==> config.mk <==
export PLATFORM = sky130hd
export DESIGN_NAME = time_ordered_event_queue_top
export DESIGN_NICKNAME = d
export VERILOG_FILES = /design/src/rtl/toeq_pkg.sv /design/src/rtl/toeq_cell.sv /design/src/rtl/time_ordered_event_queue_top.sv
export SDC_FILE = /design/constraint.sdc
export NUM_CORES = 2
export LEC_CHECK = 0
export BUFFER_PORTS_ARGS = -buffer_cell sky130_fd_sc_hd__buf_2
export CAP_MARGIN = 20
export CORE_MARGIN = 4
export CORE_UTILIZATION = 65
export DETAILED_ROUTE_END_ITERATION = 8
export PLACE_DENSITY = 0.84
export SKIP_LAST_GASP = 1
export SLEW_MARGIN = 5
export SYNTH_ARGS = -nofsm -noshare
export SYNTH_HDL_FRONTEND = slang
export SYNTH_SLANG_ARGS = --single-unit
==> constraint.sdc <==
create_clock -name clk -period 20.9 [get_ports clk]
set_input_delay 2.09 -clock clk [delete_from_list [all_inputs] [get_ports clk]]
set_output_delay 2.09 -clock clk [all_outputs]
set_load 0.005 [all_outputs]
==> src/rtl/toeq_pkg.sv <==
// Types and codes shared by the time-ordered event queue.
// No dependencies.
package toeq_pkg;

    localparam int TIME_W = 32;
    localparam int ID_W   = 16;
    localparam int OCC_W  = 5;
    localparam int OP_W   = 2;
    localparam int ST_W   = 2;

    localparam int S_DATA_W = 48;
    localparam int M_DATA_W = 56;

    localparam logic [OP_W-1:0] OP_INSERT = 2'd0;
    localparam logic [OP_W-1:0] OP_FRONT  = 2'd1;
    localparam logic [OP_W-1:0] OP_POP    = 2'd2;

    localparam logic [ST_W-1:0] ST_OK    = 2'd0;
    localparam logic [ST_W-1:0] ST_EMPTY = 2'd1;
    localparam logic [ST_W-1:0] ST_FULL  = 2'd2;

    typedef struct packed {
        logic shift_in;
        logic at_front;
        logic shift_out;
    } cell_ctrl_t;

endpackage

==> src/rtl/toeq_cell.sv <==
// One slot of the sorted queue: holds a time and an id, trades with neighbours.
// Depends on toeq_pkg.
module toeq_cell (
    input  logic                            clk,
    input  toeq_pkg::cell_ctrl_t            ctrl,
    input  logic                            occupied,
    input  logic [toeq_pkg::TIME_W-1:0]     in_time,
    input  logic [toeq_pkg::ID_W-1:0]       in_id,
    input  logic [toeq_pkg::TIME_W-1:0]     left_time,
    input  logic [toeq_pkg::ID_W-1:0]       left_id,
    input  logic                            left_keep,
    input  logic [toeq_pkg::TIME_W-1:0]     right_time,
    input  logic [toeq_pkg::ID_W-1:0]       right_id,
    output logic [toeq_pkg::TIME_W-1:0]     slot_time,
    output logic [toeq_pkg::ID_W-1:0]       slot_id,
    output logic                            keep
);
    import toeq_pkg::*;

    logic [TIME_W-1:0] time_reg;
    logic [TIME_W-1:0] time_next;
    logic [ID_W-1:0]   id_reg;
    logic [ID_W-1:0]   id_next;

    // hold only while every slot towards the head also holds
    assign keep = left_keep && occupied && !ctrl.at_front && (time_reg <= in_time);

    always_comb
    begin
        time_next = time_reg;
        id_next   = id_reg;
        if (ctrl.shift_in && !keep)
        begin
            if (left_keep)
            begin
                time_next = in_time;
                id_next   = in_id;
            end
            else
            begin
                time_next = left_time;
                id_next   = left_id;
            end
        end
        else if (ctrl.shift_out)
        begin
            time_next = right_time;
            id_next   = right_id;
        end
    end

    always_ff @(posedge clk)
    begin
        time_reg <= time_next;
        id_reg   <= id_next;
    end

    assign slot_time = time_reg;
    assign slot_id   = id_reg;

endmodule

==> src/rtl/time_ordered_event_queue_top.sv <==
// Time-ordered event queue: a row of sorting cells with count and result register.
// Depends on toeq_pkg and toeq_cell.
//
// Usage:
//   Each input item is one operation: ordered insert (after every entry with
//   equal or smaller time), push to front, or pop of the head entry; code 3 is a no-op.
//   Every accepted item gives exactly one result item carrying a status
//   (ok, empty on pop, full on insert or push), the popped time and id
//   (zero otherwise) and the number of entries held afterwards.
//   The result is registered and reaches the output channel in the cycle
//   after acceptance. One item is accepted per cycle unless the output
//   stalls: every cell compares its own time with the new key and shifts
//   in the same cycle; the row of cells sets the rate, independent of QUEUE_DEPTH.
//   s_axis_tready is high while the result register is empty or being
//   taken; a stalled receiver holds the result and stops intake after it.
//   Reset empties the queue at once; slot contents are left as they are
//   and never read before being written.
module time_ordered_event_queue_top #(
    parameter int QUEUE_DEPTH = 16
) (
    input  logic                              clk,
    input  logic                              rst_n,
    input  logic                              s_axis_tvalid,
    output logic                              s_axis_tready,
    // [31:0] event_time, [47:32] event_id
    input  logic [toeq_pkg::S_DATA_W-1:0]     s_axis_tdata,
    // [1:0] operation
    input  logic [toeq_pkg::OP_W-1:0]         s_axis_tuser,
    output logic                              m_axis_tvalid,
    input  logic                              m_axis_tready,
    // [31:0] out_time, [47:32] out_id, [52:48] occupancy, [55:53] zero
    output logic [toeq_pkg::M_DATA_W-1:0]     m_axis_tdata,
    // [1:0] status
    output logic [toeq_pkg::ST_W-1:0]         m_axis_tuser
);
    import toeq_pkg::*;

    localparam int CNT_W = $clog2(QUEUE_DEPTH + 1);

    logic              accept;
    logic [OP_W-1:0]   op;
    logic [TIME_W-1:0] in_time;
    logic [ID_W-1:0]   in_id;
    logic              is_full;
    logic              is_empty;
    cell_ctrl_t        ctrl;

    logic [CNT_W-1:0]  count_reg;
    logic [CNT_W-1:0]  count_next;

    logic              m_valid_reg;
    logic              m_valid_next;
    logic [ST_W-1:0]   status_reg;
    logic [ST_W-1:0]   status_next;
    logic [TIME_W-1:0] rtime_reg;
    logic [TIME_W-1:0] rtime_next;
    logic [ID_W-1:0]   rid_reg;
    logic [ID_W-1:0]   rid_next;

    logic [TIME_W-1:0] cell_time [QUEUE_DEPTH];
    logic [ID_W-1:0]   cell_id   [QUEUE_DEPTH];
    logic              cell_keep [QUEUE_DEPTH];

    assign s_axis_tready = !m_valid_reg || m_axis_tready;
    assign accept        = s_axis_tvalid && s_axis_tready;
    assign op            = s_axis_tuser;
    assign in_time       = s_axis_tdata[TIME_W-1:0];
    assign in_id         = s_axis_tdata[TIME_W+ID_W-1:TIME_W];
    assign is_full       = (count_reg == CNT_W'(QUEUE_DEPTH));
    assign is_empty      = (count_reg == '0);

    always_comb
    begin
        ctrl.shift_in  = accept && (op == OP_INSERT || op == OP_FRONT) && !is_full;
        ctrl.at_front  = (op == OP_FRONT);
        ctrl.shift_out = accept && (op == OP_POP) && !is_empty;
    end

    genvar gi;
    generate
        for (gi = 0; gi < QUEUE_DEPTH; gi++)
        begin : g_cell
            logic [TIME_W-1:0] l_time;
            logic [ID_W-1:0]   l_id;
            logic              l_keep;
            logic [TIME_W-1:0] r_time;
            logic [ID_W-1:0]   r_id;

            if (gi == 0)
            begin : g_head
                assign l_time = in_time;
                assign l_id   = in_id;
                assign l_keep = 1'b1;
            end
            else
            begin : g_mid
                assign l_time = cell_time[gi-1];
                assign l_id   = cell_id[gi-1];
                assign l_keep = cell_keep[gi-1];
            end

            if (gi == QUEUE_DEPTH - 1)
            begin : g_tail
                assign r_time = '0;
                assign r_id   = '0;
            end
            else
            begin : g_inner
                assign r_time = cell_time[gi+1];
                assign r_id   = cell_id[gi+1];
            end

            toeq_cell u_cell (
                .clk        (clk),
                .ctrl       (ctrl),
                .occupied   (count_reg > CNT_W'(gi)),
                .in_time    (in_time),
                .in_id      (in_id),
                .left_time  (l_time),
                .left_id    (l_id),
                .left_keep  (l_keep),
                .right_time (r_time),
                .right_id   (r_id),
                .slot_time  (cell_time[gi]),
                .slot_id    (cell_id[gi]),
                .keep       (cell_keep[gi])
            );
        end
    endgenerate

    always_comb
    begin
        count_next   = count_reg;
        m_valid_next = m_valid_reg && !m_axis_tready;
        status_next  = status_reg;
        rtime_next   = rtime_reg;
        rid_next     = rid_reg;
        if (ctrl.shift_in)
        begin
            count_next = count_reg + CNT_W'(1);
        end
        else if (ctrl.shift_out)
        begin
            count_next = count_reg - CNT_W'(1);
        end
        if (accept)
        begin
            m_valid_next = 1'b1;
            status_next  = ST_OK;
            rtime_next   = '0;
            rid_next     = '0;
            unique case (op)
                OP_INSERT, OP_FRONT:
                begin
                    if (is_full)
                    begin
                        status_next = ST_FULL;
                    end
                end
                OP_POP:
                begin
                    if (is_empty)
                    begin
                        status_next = ST_EMPTY;
                    end
                    else
                    begin
                        rtime_next = cell_time[0];
                        rid_next   = cell_id[0];
                    end
                end
                default:
                begin
                    status_next = ST_OK;
                end
            endcase
        end
    end

    always_ff @(posedge clk or negedge rst_n)
    begin
        if (!rst_n)
        begin
            count_reg   <= '0;
            m_valid_reg <= 1'b0;
        end
        else
        begin
            count_reg   <= count_next;
            m_valid_reg <= m_valid_next;
        end
    end

    always_ff @(posedge clk)
    begin
        status_reg <= status_next;
        rtime_reg  <= rtime_next;
        rid_reg    <= rid_next;
    end

    assign m_axis_tvalid = m_valid_reg;
    assign m_axis_tuser  = status_reg;
    assign m_axis_tdata  = {3'b000, OCC_W'(count_reg), rid_reg, rtime_reg};

    a_count_bound: assert property (@(posedge clk) disable iff (!rst_n)
        count_reg <= CNT_W'(QUEUE_DEPTH))
        else $error("entry count beyond queue depth");

    a_pop_head: assert property (@(posedge clk) disable iff (!rst_n)
        (accept && op == OP_POP && !is_empty) |=>
            (m_axis_tdata[TIME_W-1:0] == $past(cell_time[0])
             && count_reg == $past(count_reg) - CNT_W'(1)))
        else $error("pop did not return head entry");

    a_full_drop: assert property (@(posedge clk) disable iff (!rst_n)
        (accept && (op == OP_INSERT || op == OP_FRONT) && is_full) |=>
            (m_axis_tuser == ST_FULL && count_reg == $past(count_reg)))
        else $error("insert into full queue not dropped");

    a_empty_pop: assert property (@(posedge clk) disable iff (!rst_n)
        (accept && op == OP_POP && is_empty) |=>
            (m_axis_tuser == ST_EMPTY && count_reg == '0))
        else $error("pop of empty queue mishandled");

endmodule
=== Word level (Yosys, flattened, before mapping) ===
Index checks and enable logic that the tools add are counted.
W data, S select, Z words.

* Mux-type cells: 100
* Equality and inequality tests: 3
* Bitwise operators: 1
* Reductions and logical operators: 113
* Order comparisons: 32
* Add/sub/neg operators: 2

{| class="wikitable"
|+ Operators with widths
! kind !! count
|-
| $mux W32 || 47
|-
| $mux W16 || 47
|-
| $le A32 B32 Y1 || 16
|-
| $logic_and A1 B1 Y1 || 69
|-
| $gt A5 B4 Y1 const B || 8
|-
| $reduce_bool A2 Y1 || 17
|-
| $logic_not A1 Y1 || 21
|-
| $gt A5 B3 Y1 const B || 4
|-
| $gt A5 B1 Y1 const B || 2
|-
| $gt A5 B2 Y1 const B || 2
|-
| $mux W5 || 2
|-
| $add A5 B1 Y5 const B || 1
|-
| $eq A5 B5 Y1 const B || 1
|-
| $logic_not A5 Y1 || 1
|-
| $sub A5 B1 Y5 const B || 1
|-
| $pmux W2 S2 || 1
|-
| $reduce_or A2 Y1 || 2
|-
| $eq A2 B1 Y1 const B || 1
|-
| $eq A2 B2 Y1 const B || 1
|-
| $logic_not A2 Y1 || 1
|-
| $logic_or A1 B1 Y1 || 2
|-
| $mux W1 || 2
|-
| $mux W2 || 1
|-
| $not A1 Y1 || 1
|}

* Logic and storage cells: 288
* Register bits after elaboration: 824

=== Longest topological paths before layout ===
* Depth in word-level cells: 52
* Gate-level depth with buffers: 17

=== Modules after synthesis ===
From an unflattened synthesis, not the netlist that was laid out.

* Cell total of the unflattened synthesis: 4742
* Area total of the unflattened synthesis: 58089.5 um^2

{| class="wikitable"
|+ Modules (own cells, without submodules)
! module !! sequential area each (um^2) !! cells an instance !! instances !! area each (um^2)
|-
| toeq_cell at g_cell[0].u_cell ... || 1441.4 || 284 || 15 || 3469.6
|-
| toeq_cell at g_cell[15].u_cell || 1441.4 || 284 || 1 || 3465.8
|-
| time_ordered_event_queue_top || 1651.6 || 198 || 1 || 2580.0
|}

=== Worst setup path before layout ===
OpenSTA, ideal clock, no wires.

* Path type: input to register
* Start: in s_axis_tdata[20] (netlist name)
* End: reg g_cell[12].u_cell.id_reg[0], enable pin
* Slack: 12.120 ns
* Data arrival time: 8.260 ns
* Stages on the path: 14
* Cells stage by stage: inv_1 > ha_1 > nand4_1 > or2_2 > or4_1 > o311ai_0 > o21ai_0 > nand3_1 > or4_1 > clkbuf_1 > nor3_2 > buf_2 > buf_4 > o21ai_0

* Word-level cells in the longest chain between the ends: 41
* Elaborated cells between the ends (all ways): 53
* Classes of those cells: order compare (13); reduce/logical (40)

{| class="wikitable"
|+ RTL lines
! element !! line !! source
|-
| from (decl) || time_ordered_event_queue_top.sv:26 || <nowiki>input logic [toeq_pkg::S_DATA_W-1:0] s_axis_tdata,</nowiki>
|-
| $le A32 B32 Y1 || toeq_cell.sv:26 || <nowiki>assign keep = left_keep && occupied && !ctrl.at_front && (time_reg <= in_time);</nowiki>
|-
| $logic_and A1 B1 Y1 (36 in series) || toeq_cell.sv:26 ||
|-
| $logic_and A1 B1 Y1 (*) || toeq_cell.sv:26 ||
|-
| $logic_not A1 Y1 (*) || toeq_cell.sv:32 || <nowiki>if (ctrl.shift_in && !keep)</nowiki>
|-
| $logic_and A1 B1 Y1 (*) || toeq_cell.sv:32 ||
|-
| $reduce_bool A2 Y1 (no source line) (*) || - ||
|-
| to (signal assigned) || toeq_cell.sv:55 || <nowiki>id_reg <= id_next;</nowiki>
|-
| to (decl) || toeq_cell.sv:22 || <nowiki>logic [ID_W-1:0] id_reg;</nowiki>
|}

Every way passes the cells marked *; elsewhere a longest branch is shown, timed or not.
A chain may end at the register's enable or synchronous reset.

=== Worst setup path after layout ===
* Start: in s_axis_tdata[30] (netlist name)
* End: reg g_cell[14].u_cell.time_reg[11], enable pin

* Word-level cells in the longest chain between the ends: 47
* Elaborated cells between the ends (all ways): 61
* Classes of those cells: order compare (15); reduce/logical (46)

{| class="wikitable"
|+ RTL lines
! element !! line !! source
|-
| $le A32 B32 Y1 || toeq_cell.sv:26 ||
|-
| $logic_and A1 B1 Y1 (42 in series) || toeq_cell.sv:26 ||
|-
| $logic_and A1 B1 Y1 (*) || toeq_cell.sv:26 ||
|-
| $logic_not A1 Y1 (*) || toeq_cell.sv:32 ||
|-
| $logic_and A1 B1 Y1 (*) || toeq_cell.sv:32 ||
|-
| $reduce_bool A2 Y1 (no source line) (*) || - ||
|-
| to (signal assigned) || toeq_cell.sv:54 || <nowiki>time_reg <= time_next;</nowiki>
|-
| to (decl) || toeq_cell.sv:20 || <nowiki>logic [TIME_W-1:0] time_reg;</nowiki>
|}

Marks and branches as above.

==> flow_metrics.env <==
export IMPL_post_place_cells=5850
export IMPL_worst_path_dominant_cell_family="simple AND/OR/NAND/NOR gates"
export IMPL_distinct_cell_type_count_after_synthesis=67
export IMPL_clk_path_buf_depth=3
export IMPL_drt_wl_total_um=182000
export IMPL_p_total_mw=5.20
export IMPL_initial_core_util_pct=65.7
export IMPL_largest_reg_flops=512
export IMPL_synthesis_area_per_instance_um2=10.5
export IMPL_postPlaceCellArea_mm2=0.0535
export IMPL_finish_utilization_pct=71.8
export IMPL_worstSetupEndpoint="g_cell[14].u_cell.slot_time[11]"
export IMPL_ctsHoldBuffers=0
export IMPL_synth_top_cell_by_area="sky130_fd_sc_hd__edfxtp_1"
export IMPL_place_ws_ns=11.47
export IMPL_grt_overflow_total=0
export IMPL_cp_depth=16
export IMPL_gp_routability_congestion=1.03
export IMPL_setup_repair_after_global_routing_missed_its_margin="no"
export IMPL_setup_violations_final=0
export IMPL_clockRootBuffer="sky130_fd_sc_hd__clkbuf_16"
export IMPL_critical_path_endpoint_type="register"
export IMPL_final_instance_area_mm2=0.0567
export IMPL_worst_slew_pin_slew_ns=1.22
export IMPL_drt_iter0_markers=6430
export IMPL_share_clk_of_total_power_pct=32.9
export IMPL_worst_path_most_repeated_cell="sky130_fd_sc_hd__buf_4"
export IMPL_final_setup_worst_slack_ns=11.76
export IMPL_final_sum_of_negative_setup_slack_ns=0
export IMPL_detail_route_antenna_nets=0
export IMPL_wire_length_of_the_first_global_routing_pass_um=266000
export IMPL_hold_violations=0
export IMPL_via_per_inst=7.12
export IMPL_number_of_synthesized_flops_with_an_enable_pin=818
export IMPL_start_kind="input port"
export IMPL_nets=5467
export IMPL_area_sequential_mm2=0.0247
export IMPL_cts_tree="yes"
export IMPL_yosys_register_bits=824
export IMPL_skew_final_ns=0.0255
export IMPL_power_report_internal_total_mw=3.51
export IMPL_postCtsSetupRepairBufs=0
export IMPL_die_h_um=291
export IMPL_port_bufs=110
export IMPL_yosysSeqAreaShare_pct=47.6
export IMPL_timing_critical_path_fanout_max=49
export IMPL_asyncSetResetFlopFracSynth_pct=0.728
export IMPL_cap_violations=0
export IMPL_detailed_placement_wirelength_estimate_um=120000
export IMPL_min_period_over_period_pct=43.7
export IMPL_top_level_ports=114
export IMPL_drc=0
export IMPL_die_width_um=291
export IMPL_syn_cell_area_mm2=0.0519
export IMPL_synth_top_cells_by_area="sky130_fd_sc_hd__edfxtp_1, sky130_fd_sc_hd__ha_1, sky130_fd_sc_hd__mux2i_1"
export IMPL_clock_tree_htree_level_count=3
export IMPL_synth_top_cell_area_share_pct=47.3
export IMPL_worstSkewPairLatency_ns=0.67
export IMPL_multi_input_gate_area_in_the_final_layout_mm2=0.0260
export IMPL_avgRoutedWirePerCell_um=30.2
export IMPL_synth_main_ff_cell="sky130_fd_sc_hd__edfxtp_1"
export IMPL_worst_ir_drop_vdd_v=0.0000791
export IMPL_final_period_minus_worst_setup_slack_ns=9.14
export IMPL_timing_hold_ws_ns=0.550
export IMPL_grt_pass1_vias=41100
export IMPL_reg2reg_from="count_reg[1]"
export IMPL_final_report_max_slew_violation_count=0
export IMPL_num_vias=42900
export IMPL_layout_filler_cells=5507
export IMPL_worst_path_largest_cell_delay_ns=0.99
export IMPL_critical_path_slowest_cell="sky130_fd_sc_hd__nor4_1"
export IMPL_global_route_usage_total_pct=41.8
export IMPL_cts_sink_count=824
export IMPL_seq_power_share_pct=43.7
export IMPL_power_density_cell_area_mw_per_mm2=91.7
export IMPL_worst_path_required_ns=21.24
export IMPL_cts_repair_resize_count=0
export IMPL_number_of_standard_cell_rows_in_the_floorplan=103
export IMPL_placeableCoreArea_mm2=0.0790
export IMPL_yosys_warnings=0
export IMPL_syn2layout_area_growth_pct=9.32
export IMPL_syn_instance_count=4920
export IMPL_hold_depth=1
export IMPL_status="complete, no violations"
export IMPL_grt_max_degree=97
export IMPL_r2r_setup_slack_ns=13.21
export IMPL_sw_frac_of_total_pct=32.5
export IMPL_timing_max_slew_rel_slack_pct=18.8
export IMPL_comb_power_share_pct=23.4
export IMPL_cts_buffers_inserted=89
export IMPL_reg2reg_to="g_cell[14].u_cell.slot_time[11]"
export IMPL_worstPathCellList="buf_2 > inv_1 > ha_1 > nand4_1 > nor4_1 > a22oi_1 > a2111oi_4 > o211ai_1 > buf_4 > nor4_2 > buf_4 > nand3_4 > and2_2 > buf_4 > nand2b_2 > buf_4"
export IMPL_power_static_leakage_nw=22.6
export IMPL_critical_path_buf_inv_count=6
export IMPL_reg_clk_slew_reported_paths_ns=0.06
export IMPL_firstDrtPassIters=6
export IMPL_worstHoldPathType="register to register"
export IMPL_layout_drive_gt1_share_pct=8.81
export IMPL_cp_data_arrival_time_ns=9.48
export IMPL_crit_path_start="s_axis_tdata[30]"
export IMPL_floorplan_die_area_mm2=0.0844
export IMPL_worst_r2r_path_depth=14
export IMPL_worst_setup_path_type="input port to register"
export IMPL_switchingPower_mw=1.69
export IMPL_max_clock_freq_mhz=109
export IMPL_number_of_antenna_violations_at_the_first_check_in_global_routing=5
export IMPL_layout_cells_non_filler=6022
## routing by layer
metal  GRT usage, %  share of wire, %  vias up
li1               -                 -    18400
met1           56.5                37    20400
met2           61.7                42     3387
met3           11.6                14      659
met4           22.4               6.8        8
met5              0             0.028        -
## worst reg2reg max path, stage by stage (launching register included)
cell and delay, ns:
sky130_fd_sc_hd__dfrtp_1 0.56, sky130_fd_sc_hd__ha_1 0.35, sky130_fd_sc_hd__nand3b_1 0.20, sky130_fd_sc_hd__a221oi_1 0.58, sky130_fd_sc_hd__a21boi_0 0.31, sky130_fd_sc_hd__nand3_1 0.14, sky130_fd_sc_hd__o31ai_1 0.77, sky130_fd_sc_hd__o21ai_1 0.57
sky130_fd_sc_hd__nor4_2 0.38, sky130_fd_sc_hd__buf_4 0.46, sky130_fd_sc_hd__nand3_4 0.72, sky130_fd_sc_hd__and2_2 0.57, sky130_fd_sc_hd__buf_4 0.40, sky130_fd_sc_hd__nand2b_2 0.78, sky130_fd_sc_hd__buf_4 0.51
## worst min path at each step
stage	from	end	slack (ns)
after floorplan	g_cell[12].u_cell.slot_id[0]	g_cell[11].u_cell.slot_id[0]	0.52
after global placement	m_axis_tvalid	m_axis_tvalid	0.51
after detailed placement	m_axis_tvalid	m_axis_tvalid	0.53
after CTS	m_axis_tvalid	m_axis_tvalid	0.55
after global routing	g_cell[15].u_cell.slot_id[11]	g_cell[14].u_cell.slot_id[11]	0.56
final	g_cell[15].u_cell.slot_id[10]	g_cell[14].u_cell.slot_id[10]	0.55
## placed cells by master, fill, tap and decap left out, types with 68 or more instances in the layout
master                      instances
sky130_fd_sc_hd__nand4_1          110
sky130_fd_sc_hd__mux2i_1          515
sky130_fd_sc_hd__edfxtp_1         818
sky130_fd_sc_hd__nand2_1          402
sky130_fd_sc_hd__clkbuf_16         90
sky130_fd_sc_hd__inv_1             68
sky130_fd_sc_hd__o21a_1            75
sky130_fd_sc_hd__ha_1             517
sky130_fd_sc_hd__buf_4             81
sky130_fd_sc_hd__a21oi_1          619
sky130_fd_sc_hd__nor2_1           524
sky130_fd_sc_hd__o21ai_0          358
sky130_fd_sc_hd__buf_2            110
## power by group through the flow
stage	combinational [mW]	sequential, mW	clock (mW)
6_report	1.22	2.27	1.71
2_1_floorplan	0.757	2.22	0
4_1_cts	1.16	2.26	1.71
3_3_place_gp	1.11	2.29	0
3_5_place_dp	1.15	2.29	0
5_1_grt	1.30	2.28	1.78
## area by class of cell
type,count,share of cell area [%]
multi-input cells,3715,45.9
clock buffers,115,4.19
well taps,1050,2.32
repair buffers,197,2.31
flip-flops and latches,824,43.6
clock inverters,51,1.28
inverters,69,0.457
diodes,1,0.00441
## synth_stat cells (26+ instances only)
cell and n:
sky130_fd_sc_hd__inv_1 69, sky130_fd_sc_hd__nand2_1 412, sky130_fd_sc_hd__mux2i_1 515, sky130_fd_sc_hd__clkbuf_1 258
sky130_fd_sc_hd__a21o_1 52, sky130_fd_sc_hd__o22a_1 49, sky130_fd_sc_hd__and2_1 50, sky130_fd_sc_hd__ha_1 517
sky130_fd_sc_hd__buf_1 43, sky130_fd_sc_hd__nand4_1 110, sky130_fd_sc_hd__o21a_1 75, sky130_fd_sc_hd__mux2_2 64
sky130_fd_sc_hd__o21ai_0 362, sky130_fd_sc_hd__a21oi_1 623, sky130_fd_sc_hd__edfxtp_1 818, sky130_fd_sc_hd__nand2b_1 26
sky130_fd_sc_hd__a211oi_1 27, sky130_fd_sc_hd__nand3_1 47, sky130_fd_sc_hd__nor2_1 530
## cell families after synthesis
family	Yosys count	share of synthesized area (%)
multiplexers	594	11.7
AO/OA/AOI/OAI	1314	14.5
flip-flops	824	47.6
XOR/XNOR	3	0.0507
buffers and inverters	383	2.82
other	1	0.00723
AND/OR/NAND/NOR	1284	10.8
adder cells (fa/ha/maj)	517	12.5
Note: power is estimated with default switching activity, not from simulation.
